`src/avws_pkg.sv`:
```
// Shared widths, constants, codes and controller/datapath interface types for the window meter.
package avws_pkg;

  // field and register widths
  localparam int SAMPLE_W  = 12;
  localparam int CFG_W     = 10;
  localparam int CV_W      = 10;
  localparam int COUNT_W   = 10;
  localparam int SUM_W     = 22;
  localparam int SQSUM_W   = 35;
  localparam int REG_IDX_W = 2;

  // derived datapath widths
  localparam int N_W      = COUNT_W + 1;        // sample count incl. a full wrap
  localparam int SQFS_W   = SQSUM_W + CFG_W;    // sum of squares times full scale
  localparam int PROD_W   = SQFS_W + CFG_W;     // sum of squares times full scale squared
  localparam int SUMFS_W  = SUM_W + CFG_W;      // code sum times full scale
  localparam int CODEFS_W = SAMPLE_W + CFG_W;   // one code times full scale
  localparam int DMEAN_W  = 22;                 // N * 4095
  localparam int FSQ_W    = 25;                 // holds 4095^2
  localparam int DRMS_W   = 35;                 // N * 4095^2
  localparam int REM_W    = 35;                 // divider remainder, below the divisor
  localparam int QW_RMS   = 20;                 // quotient bits of the mean square
  localparam int QW_SMALL = 10;                 // quotient bits of a plain reading
  localparam int DQ_W     = QW_RMS;             // divider dividend/quotient shifter
  localparam int ROOT_W   = CV_W;
  localparam int CNT_W    = 5;

  localparam logic [SAMPLE_W-1:0] CODE_FULL    = 12'd4095;
  localparam logic [FSQ_W-1:0]    CODE_FULL_SQ = 25'd16769025;
  localparam logic [CFG_W-1:0]    WIN_RESET    = 10'd100;
  localparam logic [CFG_W-1:0]    FS_RESET     = 10'd330;

  // register indexes
  localparam logic [REG_IDX_W-1:0] REG_WINDOW_LEN = 2'd0;
  localparam logic [REG_IDX_W-1:0] REG_FULL_SCALE = 2'd1;

  // divisions run one after another on the shared divider
  typedef enum logic {
    OP_RMS   = 1'b0,
    OP_MEAN  = 1'b1
  } div_op_t;

  typedef struct packed {
    logic    take;
    logic    snap;
    logic    mul1;
    logic    mul2;
    logic    div_load;
    logic    div_step;
    logic    div_store;
    logic    sqrt_step;
    logic    out_load;
    div_op_t op;
  } cmd_t;

  typedef struct packed {
    logic closing;
  } stat_t;

endpackage

```
`src/ac_voltage_window_stats_unit.sv`:
```
// Top level of the windowed RMS / mean / min / max voltage meter.
//
// Input channel: one 12-bit ADC code per word on sample, in_valid / in_stall.
// Output channel: one word per window (rms, mean, min, max and swing, all in
// hundredths of a volt), out_valid / out_stall.
// Config port: cfg_we with cfg_addr 0 = window length, 1 = full scale; write
// only while no window result is pending.
// Samples are accepted one per cycle, save a closing word that waits as below.
// The word that closes a window is snapshotted and the accumulators restart
// at once; the result is worked out by the two product stages, the shared
// restoring divider (20 quotient bits for the mean square, 10 for the mean,
// each with a load and a store step) and the bit-serial square root of 10
// root bits; min, max and swing come straight off their products.
// A closing word arriving while the previous window is still being worked out
// is stalled.
// A finished word waits in the output register while out_stall is high, and
// the next window keeps accumulating behind it.
// Reset (rst, synchronous) restores window length 100 and full scale 330,
// empties the window and drops any pending result.
module ac_voltage_window_stats_unit import avws_pkg::*; (
  input  logic                 clk,
  input  logic                 rst,
  input  logic                 cfg_we,
  input  logic [REG_IDX_W-1:0] cfg_addr,
  input  logic [CFG_W-1:0]     cfg_wdata,
  input  logic                 in_valid,
  output logic                 in_stall,
  input  logic [SAMPLE_W-1:0]  sample,
  output logic                 out_valid,
  input  logic                 out_stall,
  output logic [CV_W-1:0]      rms_centivolts,
  output logic [CV_W-1:0]      mean_centivolts,
  output logic [CV_W-1:0]      min_centivolts,
  output logic [CV_W-1:0]      max_centivolts,
  output logic [CV_W-1:0]      swing_centivolts
);

  cmd_t  cmd;
  stat_t stat;

  avws_ctrl u_ctrl (
    .clk       (clk),
    .rst       (rst),
    .in_valid  (in_valid),
    .out_stall (out_stall),
    .stat      (stat),
    .in_stall  (in_stall),
    .out_valid (out_valid),
    .cmd       (cmd)
  );

  avws_datapath u_dp (
    .clk              (clk),
    .rst              (rst),
    .cfg_we           (cfg_we),
    .cfg_addr         (cfg_addr),
    .cfg_wdata        (cfg_wdata),
    .sample           (sample),
    .cmd              (cmd),
    .stat             (stat),
    .rms_centivolts   (rms_centivolts),
    .mean_centivolts  (mean_centivolts),
    .min_centivolts   (min_centivolts),
    .max_centivolts   (max_centivolts),
    .swing_centivolts (swing_centivolts)
  );

endmodule

```
`src/avws_datapath.sv`:
```
// Datapath: config registers, window accumulators, snapshot, multipliers, divider and root unit.
module avws_datapath import avws_pkg::*; (
  input  logic                 clk,
  input  logic                 rst,
  input  logic                 cfg_we,
  input  logic [REG_IDX_W-1:0] cfg_addr,
  input  logic [CFG_W-1:0]     cfg_wdata,
  input  logic [SAMPLE_W-1:0]  sample,
  input  cmd_t                 cmd,
  output stat_t                stat,
  output logic [CV_W-1:0]      rms_centivolts,
  output logic [CV_W-1:0]      mean_centivolts,
  output logic [CV_W-1:0]      min_centivolts,
  output logic [CV_W-1:0]      max_centivolts,
  output logic [CV_W-1:0]      swing_centivolts
);

  logic [CFG_W-1:0]    win;
  logic [CFG_W-1:0]    fs;
  logic [CFG_W-1:0]    need;

  logic [COUNT_W-1:0]  taken;
  logic [SUM_W-1:0]    sum;
  logic [SQSUM_W-1:0]  sumsq;
  logic [SAMPLE_W-1:0] lo;
  logic [SAMPLE_W-1:0] hi;

  logic [N_W-1:0]        count_inc;
  logic [2*SAMPLE_W-1:0] sample_sq;
  logic [SUM_W-1:0]      sum_acc;
  logic [SQSUM_W-1:0]    sumsq_acc;
  logic [SAMPLE_W-1:0]   lo_acc;
  logic [SAMPLE_W-1:0]   hi_acc;

  logic [N_W-1:0]      snap_n;
  logic [SUM_W-1:0]    snap_sum;
  logic [SQSUM_W-1:0]  snap_sq;
  logic [SAMPLE_W-1:0] snap_lo;
  logic [SAMPLE_W-1:0] snap_hi;

  logic [SQFS_W-1:0]   sqfs;
  logic [DRMS_W-1:0]   drms;
  logic [DMEAN_W-1:0]  dmean;
  logic [PROD_W-1:0]   prod;
  logic [SUMFS_W-1:0]  sumfs;
  logic [CODEFS_W-1:0] lofs;
  logic [CODEFS_W-1:0] hifs;
  logic [CODEFS_W-1:0] swfs;

  logic [REM_W-1:0]    ld_rem;
  logic [DQ_W-1:0]     ld_dq;
  logic [REM_W-1:0]    ld_div;

  logic [REM_W-1:0]    rem;
  logic [DQ_W-1:0]     dq;
  logic [REM_W-1:0]    dvs;
  logic [REM_W:0]      trial_rem;
  logic [REM_W:0]      diff_rem;
  logic                ge;

  logic [DQ_W-1:0]     qrms;
  logic [CV_W-1:0]     res_mean;
  logic [CV_W-1:0]     res_min;
  logic [CV_W-1:0]     res_max;
  logic [CV_W-1:0]     res_swing;

  logic [ROOT_W-1:0]   root;
  logic [ROOT_W-1:0]   smask;
  logic [ROOT_W-1:0]   trial_root;
  logic [2*ROOT_W-1:0] trial_sq;

  // floor(x / 4095) for quotients under 4096; 4095 is one short of 2^12,
  // so x + (x >> 12) + 1, shifted down 12, gives it exactly
  function automatic logic [CV_W-1:0] div_code_full(input logic [CODEFS_W-1:0] x);
    logic [CODEFS_W:0] t;
    t = {1'b0, x} + (CODEFS_W+1)'(x >> SAMPLE_W) + (CODEFS_W+1)'(1);
    return t[SAMPLE_W +: CV_W];
  endfunction

  // configuration registers; unknown indexes are dropped
  always_ff @(posedge clk) begin
    if (rst) begin
      win <= WIN_RESET;
      fs  <= FS_RESET;
    end else if (cfg_we) begin
      unique case (cfg_addr)
        REG_WINDOW_LEN: win <= cfg_wdata;
        REG_FULL_SCALE: fs  <= cfg_wdata;
        default: ;
      endcase
    end
  end

  // a zero window length behaves as one
  assign need      = (win == '0) ? CFG_W'(1) : win;
  assign count_inc = {1'b0, taken} + N_W'(1);
  assign stat.closing = (count_inc >= {1'b0, need});

  // accumulator update for the incoming word
  assign sample_sq = sample * sample;
  assign sum_acc   = sum + SUM_W'(sample);
  assign sumsq_acc = sumsq + SQSUM_W'(sample_sq);
  assign lo_acc    = (sample < lo) ? sample : lo;
  assign hi_acc    = (sample > hi) ? sample : hi;

  always_ff @(posedge clk) begin
    if (rst || cmd.snap) begin
      taken <= '0;
      sum   <= '0;
      sumsq <= '0;
      lo    <= CODE_FULL;
      hi    <= '0;
    end else if (cmd.take) begin
      taken <= count_inc[COUNT_W-1:0];
      sum   <= sum_acc;
      sumsq <= sumsq_acc;
      lo    <= lo_acc;
      hi    <= hi_acc;
    end
  end

  // snapshot of the closed window, closing word included
  always_ff @(posedge clk) begin
    if (cmd.snap) begin
      snap_n   <= count_inc;
      snap_sum <= sum_acc;
      snap_sq  <= sumsq_acc;
      snap_lo  <= lo_acc;
      snap_hi  <= hi_acc;
    end
  end

  // two product stages, registered between
  always_ff @(posedge clk) begin
    if (cmd.mul1) begin
      sqfs  <= SQFS_W'(snap_sq) * SQFS_W'(fs);
      drms  <= DRMS_W'(snap_n) * DRMS_W'(CODE_FULL_SQ);
      dmean <= DMEAN_W'(snap_n) * DMEAN_W'(CODE_FULL);
    end
    if (cmd.mul2) begin
      prod  <= PROD_W'(sqfs) * PROD_W'(fs);
      sumfs <= SUMFS_W'(snap_sum) * SUMFS_W'(fs);
      lofs  <= CODEFS_W'(snap_lo) * CODEFS_W'(fs);
      hifs  <= CODEFS_W'(snap_hi) * CODEFS_W'(fs);
      swfs  <= CODEFS_W'(snap_hi - snap_lo) * CODEFS_W'(fs);
    end
  end

  // single-code readings straight off their products
  assign res_min   = div_code_full(lofs);
  assign res_max   = div_code_full(hifs);
  assign res_swing = div_code_full(swfs);

  // divider operands: remainder starts at dividend >> quotient bits
  always_comb begin
    unique case (cmd.op)
      OP_RMS: begin
        ld_rem = prod[PROD_W-1:QW_RMS];
        ld_dq  = prod[QW_RMS-1:0];
        ld_div = drms;
      end
      OP_MEAN: begin
        ld_rem = REM_W'(sumfs[SUMFS_W-1:QW_SMALL]);
        ld_dq  = {sumfs[QW_SMALL-1:0], {(DQ_W-QW_SMALL){1'b0}}};
        ld_div = REM_W'(dmean);
      end
    endcase
  end

  // restoring divider, one quotient bit a cycle
  assign trial_rem = {rem, dq[DQ_W-1]};
  assign diff_rem  = trial_rem - {1'b0, dvs};
  assign ge        = (trial_rem >= {1'b0, dvs});

  always_ff @(posedge clk) begin
    if (cmd.div_load) begin
      rem <= ld_rem;
      dq  <= ld_dq;
      dvs <= ld_div;
    end else if (cmd.div_step) begin
      rem <= ge ? diff_rem[REM_W-1:0] : trial_rem[REM_W-1:0];
      dq  <= {dq[DQ_W-2:0], ge};
    end
  end

  // file each quotient
  always_ff @(posedge clk) begin
    if (cmd.div_store) begin
      unique case (cmd.op)
        OP_RMS:  qrms     <= dq;
        OP_MEAN: res_mean <= dq[CV_W-1:0];
      endcase
    end
  end

  // integer square root of the mean square, one root bit a cycle
  assign trial_root = root | smask;
  assign trial_sq   = trial_root * trial_root;

  always_ff @(posedge clk) begin
    if (cmd.mul1) begin
      root  <= '0;
      smask <= {1'b1, {(ROOT_W-1){1'b0}}};
    end else if (cmd.sqrt_step) begin
      if (trial_sq <= qrms) begin
        root <= trial_root;
      end
      smask <= smask >> 1;
    end
  end

  // output word register
  always_ff @(posedge clk) begin
    if (cmd.out_load) begin
      rms_centivolts   <= root;
      mean_centivolts  <= res_mean;
      min_centivolts   <= res_min;
      max_centivolts   <= res_max;
      swing_centivolts <= res_swing;
    end
  end

endmodule

```
`src/avws_ctrl.sv`:
```
// Controller: input stall, end-of-window sequencing of the shared units, output valid.
module avws_ctrl import avws_pkg::*; (
  input  logic  clk,
  input  logic  rst,
  input  logic  in_valid,
  input  logic  out_stall,
  input  stat_t stat,
  output logic  in_stall,
  output logic  out_valid,
  output cmd_t  cmd
);

  typedef enum logic [7:0] {
    S_IDLE   = 8'b0000_0001,
    S_MUL1   = 8'b0000_0010,
    S_MUL2   = 8'b0000_0100,
    S_DLOAD  = 8'b0000_1000,
    S_DRUN   = 8'b0001_0000,
    S_DSTORE = 8'b0010_0000,
    S_SQRT   = 8'b0100_0000,
    S_OUT    = 8'b1000_0000
  } state_t;

  state_t           state;
  state_t           state_next;
  div_op_t          op;
  div_op_t          op_next;
  logic [CNT_W-1:0] cnt;
  logic [CNT_W-1:0] cnt_next;
  logic             busy;
  logic             take;
  logic             out_free;

  // a closing word waits while the previous window is still being worked out
  assign busy     = (state != S_IDLE);
  assign in_stall = busy && stat.closing;
  assign take     = in_valid && !in_stall;
  assign out_free = !out_valid || !out_stall;

  always_comb begin
    state_next    = state;
    op_next       = op;
    cnt_next      = cnt;
    cmd           = '0;
    cmd.op        = op;
    cmd.take      = take;
    cmd.snap      = take && stat.closing;
    unique case (state)
      S_IDLE: begin
        if (cmd.snap) begin
          state_next = S_MUL1;
        end
      end
      S_MUL1: begin
        cmd.mul1   = 1'b1;
        state_next = S_MUL2;
      end
      S_MUL2: begin
        cmd.mul2   = 1'b1;
        op_next    = OP_RMS;
        state_next = S_DLOAD;
      end
      S_DLOAD: begin
        cmd.div_load = 1'b1;
        cnt_next     = (op == OP_RMS) ? CNT_W'(QW_RMS - 1) : CNT_W'(QW_SMALL - 1);
        state_next   = S_DRUN;
      end
      S_DRUN: begin
        cmd.div_step = 1'b1;
        if (cnt == '0) begin
          state_next = S_DSTORE;
        end else begin
          cnt_next = cnt - CNT_W'(1);
        end
      end
      S_DSTORE: begin
        cmd.div_store = 1'b1;
        if (op == OP_MEAN) begin
          cnt_next   = CNT_W'(ROOT_W - 1);
          state_next = S_SQRT;
        end else begin
          op_next    = OP_MEAN;
          state_next = S_DLOAD;
        end
      end
      S_SQRT: begin
        cmd.sqrt_step = 1'b1;
        if (cnt == '0) begin
          state_next = S_OUT;
        end else begin
          cnt_next = cnt - CNT_W'(1);
        end
      end
      S_OUT: begin
        if (out_free) begin
          cmd.out_load = 1'b1;
          state_next   = S_IDLE;
        end
      end
      default: state_next = S_IDLE;
    endcase
  end

  always_ff @(posedge clk) begin
    if (rst) begin
      state <= S_IDLE;
      op    <= OP_RMS;
      cnt   <= '0;
    end else begin
      state <= state_next;
      op    <= op_next;
      cnt   <= cnt_next;
    end
  end

  // output word valid: set on load, cleared once taken
  always_ff @(posedge clk) begin
    if (rst) begin
      out_valid <= 1'b0;
    end else if (cmd.out_load) begin
      out_valid <= 1'b1;
    end else if (!out_stall) begin
      out_valid <= 1'b0;
    end
  end

endmodule

```
`config.mk`:
```
export PLATFORM = sky130hd
export DESIGN_NAME = ac_voltage_window_stats_unit
export DESIGN_NICKNAME = d
export VERILOG_FILES = /design/src/avws_pkg.sv /design/src/ac_voltage_window_stats_unit.sv /design/src/avws_datapath.sv /design/src/avws_ctrl.sv
export SDC_FILE = /design/constraint.sdc
export NUM_CORES = 2
export LEC_CHECK = 0
export BUFFER_PORTS_ARGS = -buffer_cell sky130_fd_sc_hd__clkbuf_2
export CAP_MARGIN = 20
export CORE_UTILIZATION = 61
export CTS_CLUSTER_DIAMETER = 150
export DETAILED_ROUTE_END_ITERATION = 10
export GPL_TIMING_DRIVEN = 0
export PLACE_DENSITY = 0.77
export REMOVE_ABC_BUFFERS = 1
export SLEW_MARGIN = 10
export SYNTH_ARGS = -nofsm -noshare
export SYNTH_HDL_FRONTEND = slang
export SYNTH_SLANG_ARGS = --single-unit
```
`constraint.sdc`:
```
create_clock -name clk -period 25.3 [get_ports clk]
set_input_delay 1.265 -clock clk [delete_from_list [all_inputs] [get_ports clk]]
set_output_delay 1.265 -clock clk [all_outputs]
set_load 0.01 [all_outputs]
```
==> metrics.md <==
| Metric | Value |
|---|---|
| Critical path fanouts, max | 11 |
| Antenna violations before repair | 8 |
| Post-DR wirelength/cell | 18.4 um |
| Int Power | 3.10 mW |
| I/O pin count | 81 |
| Initial detailed-routing violation count | 4123 |
| Dpl ws | 16.45 ns |
| Vias in the first global route | 60800 |
| Dpl hpwl | 138000 um |
| Avg Synthesized Cell Area | 9.70 um2 |
| Clock Tree Root | sky130_fd_sc_hd__clkbuf_16 |
| Count of flip-flops with a built-in enable after synthesis | 503 |
| Post-placement cell area | 82800 um2 |
| Die Span X | 365 um |
| Switching power as a share of total power | 40.8% |
| Final cycle utilization of the critical path | 35.8% |
| Layout Cell Area excl Fill | 85400 um2 |
| Worst path setup slack after routing | 16.25 ns |
| CP Class | reg2reg |
| Initial core utilization | 61.8% |
| Routability-driven placement congestion ratio | 0.911 |
| Clock Pin Slew Worst Setup and Hold Paths | 0.06 ns |
| Total standard cell area after synthesis | 80600 um2 |
| Clock group share of total power | 22.3% |
| Number of placed instances, taps included | 9792 |
| Count of antenna-violating nets left after detailed routing | 0 |
| Worst voltage drop across the vdd grid | 0.000119 V |
| Num rows | 132 |
| Fraction of synthesized cell area taken by the top area cell type | 30.6% |
| Hold path start | u_dp.res_mean[5] |
| Critical Path RT | 25.73 ns |
| Number of filler instances in the final layout | 10100 |
| LEAKAGE | 40.3 nW |
| Part of the Yosys area used for sequential elements | 22.4% |
| Endpoint of the worst register-to-register path | u_dp.swfs[20] |
| Synth Flop Type | sky130_fd_sc_hd__edfxtp_1 |
| GRT Overall Usage | 28.3% |
| Final Routed Wirelength | 182000 um |
| Top cell type by total area after synthesis | sky130_fd_sc_hd__fa_1 |
| Reg-to-reg startpoint | u_dp.snap_lo[1] |
| Drt pass-1 iters | 8 |
| Proportion of layout cells with a drive suffix above 1 | 4.44% |
| Number of remaining DRC errors | 0 |
| Detail-routed via count per cell | 5.76 |
| Async set-or-reset flop fraction in the synthesized netlist | 0% |
| Number of warnings issued by yosys | 0 |
| Global-route wire length before repair | 303000 um |
| Global-route congestion overflow total | 0 |
| Area enclosed by the die boundary | 134000 um2 |
| Part of the power in combinational logic | 52.2% |
| # H-tree levels | 3 |
| Post-layout net count | 10100 |
| Number of buffers inserted by post-CTS setup repair | 0 |
| Hold_buf cts | 0 |
| Sequential fraction of design power | 25.6% |
| Non-filler instance count after layout | 9931 |
| Final hold violation count | 0 |
| Clk Latency, worst-skew pair | 0.73 ns |
| Data arrival time of the critical path | 9.48 ns |
| Capture endpoint of the worst hold path | u_dp.mean_centivolts[5] |
| Utilization after layout | 65.6% |
| Number of antenna cells inserted | 0 |
| Element type at the critical path end | flip-flop |
| Flops & latches, synth | 649 |
| Cells after Synth | 8304 |
| Setup repair after global routing missed its margin | false |
| Area Overhead vs Synth | 6.03% |
| Worst-case reg-to-reg path depth | 30 |
| Quantity of I/O buffers inserted on ports | 80 |
| Crit path max-delay cell type | sky130_fd_sc_hd__xor2_1 |
| Number of clock sinks seen by CTS | 649 |
| Bufs on Longest Clock Path | 3 |
| Maximum number of pins on one net before global-route repair | 79 |
| Max-slew violation total from the final report | 0 |
| Cell occurring most often along the worst timing path | sky130_fd_sc_hd__fa_1 |
| Reported net switching power | 2.13 mW |
| Standard cell core area | 130000 um2 |
| Total of cells resized after clock tree synthesis | 0 |
| Path class of the lowest-slack min-delay path | reg2reg |
| Post-Route Skew | 0.0482 ns |
| Dominant cells by area after synthesis | sky130_fd_sc_hd__fa_1, sky130_fd_sc_hd__edfxtp_1, sky130_fd_sc_hd__ha_1 |
| Highest achievable clock rate | 110 MHz |
| Hold Path Cell Cnt | 0 |
| Worst reg-to-reg setup slack | 16.25 ns |
| Hold slack | 0.423 ns |
| Minimum clock period after layout | 9.05 ns |
| Power density over the cells | 61.2 nW/um2 |
| Worst Tran Pin Value | 1.11 ns |
| Number of clock buffers inserted by TritonCTS | 75 |
| Peak per-stage delay on the critical path | 0.88 ns |
| Slew margin rel. | 25.8% |
| Overall power consumption | 5.23 mW |
| Result of the run | complete, no violations |
| Max cap viols | 0 |
| Count of endpoints failing setup in the final report | 0 |
| Setup TNS Final | 0 ns |
| Number of distinct standard cells referenced by the synthesized netlist | 94 |
| Die height | 365 um |
| Critical Path Start Type | flip-flop |
| Via count | 57200 |
| CTS tree | done |
==> kinds of logic (layout without fill, tap and decap cells) <==
family	Yosys count	in the layout	share of synthesized area (%)
buffers and inverters	1717	1602	8.04
adder cells (fa/ha/maj)	1929	1929	41.4
AO/OA/AOI/OAI	1011	1011	8.09
flip-flops	649	649	22.4
AND/OR/NAND/NOR	2556	2556	15.1
multiplexers	67	67	0.874
XOR/XNOR	375	375	4.08
==> placed cells by master, fill, tap and decap left out, drive strengths merged, types with 30 or more instances in the layout <==
cell / instances
nand3: 87
buf: 52
nor2: 312
a211oi: 60
o21bai: 30
edfxtp: 503
ha: 699
nand4: 35
nor3: 93
a21oi: 356
nand2b: 40
mux2i: 40
o21a: 58
xnor2: 259
and2: 641
clkbuf: 168
o21ai: 196
xor2: 116
inv: 1336
dfxtp: 146
nand2: 1147
and3: 36
clkinv: 34
nor2b: 69
a21o: 136
fa: 1230
==> registers in the layout, summed over array words and instances (netlist names), 12 cells and up <==
signal and flops:
u_dp.drms 21, u_dp.qrms 20, u_dp.sum 22, u_dp.sqfs 45
u_dp.prod 55, u_dp.sumfs 32, u_dp.hi 12, u_dp.dq 20
u_dp.snap_sq 35, u_dp.snap_sum 22, u_dp.sumsq 35, u_dp.lofs 22
u_dp.snap_hi 12, u_dp.swfs 22, u_dp.dvs 35, u_dp.lo 12
u_dp.hifs 22, u_dp.dmean 22, u_dp.rem 35, u_dp.snap_lo 12
==> per-layer routing <==
metal	vias to the layer above	wire length [um]	global-route usage, %	share of wire, %
met2	1967	88600	48.0	49
met3	375	13400	5.16	7.4
met1	28800	75100	36.9	41
li1	26000	-	-	-
met4	12	5090	8.94	2.8
met5	-	82	0	0.045
==> power by group through the flow <==
| stage | Sequential (mW) | Combinational (mW) | Clock (mW) |
|---|---|---|---|
| after floorplan | 1.36 | 2.06 | 0 |
| after global placement | 1.38 | 2.55 | 0 |
| after detailed placement | 1.36 | 2.67 | 0 |
| after CTS | 1.34 | 2.70 | 1.18 |
| after global routing | 1.34 | 3.07 | 1.22 |
| final | 1.34 | 2.73 | 1.16 |
==> worst max-delay path by stage <==
stage	from	end	slack, ns	depth (start not counted)
floorplan	u_ctrl.state[3]	u_dp.hifs[0]	12.26	4
global placement	u_ctrl.state[3]	u_dp.lofs[21]	7.68	4
detailed placement	u_dp.snap_lo[1]	u_dp.swfs[20]	16.45	30
CTS	u_dp.snap_lo[1]	u_dp.swfs[20]	16.37	30
global route	u_dp.snap_lo[1]	u_dp.swfs[20]	15.64	30
finish	u_dp.snap_lo[1]	u_dp.swfs[20]	16.25	30
==> area by class of cell <==
| cell class | count | area [um2] | area share (%) |
|---|---|---|---|
| inverter | 1331 | 5000 | 5.86 |
| multi-input combinational | 5938 | 56100 | 65.7 |
| sequential | 649 | 18100 | 21.1 |
| clock inverter | 51 | 658 | 0.770 |
| timing repair buffer | 132 | 1400 | 1.64 |
| tap | 1742 | 2180 | 2.55 |
| clock buffer | 88 | 1990 | 2.33 |
==> critical path: cells and delay by family, from the launching register on <==
family,cells,cell delay [ns]
simple gates,4,0.72
xor+xnor,2,1.03
buf+inv,4,0.42
flops,1,0.67
fa+ha+maj,7,3.23
compound gates,13,2.67
==> synthesized netlist by cell type, drive strengths merged, types with 69 or more instances <==
cell type,instances
nand2,1147
fa,1230
a21oi,356
clkbuf,280
xor2,116
nor3,93
o21ai,196
nor2,312
buf,106
nor2b,69
nand3,87
and2,641
a21o,136
xnor2,259
dfxtp,146
inv,1328
edfxtp,503
ha,699
Note: power is estimated with default switching activity, not from simulation.
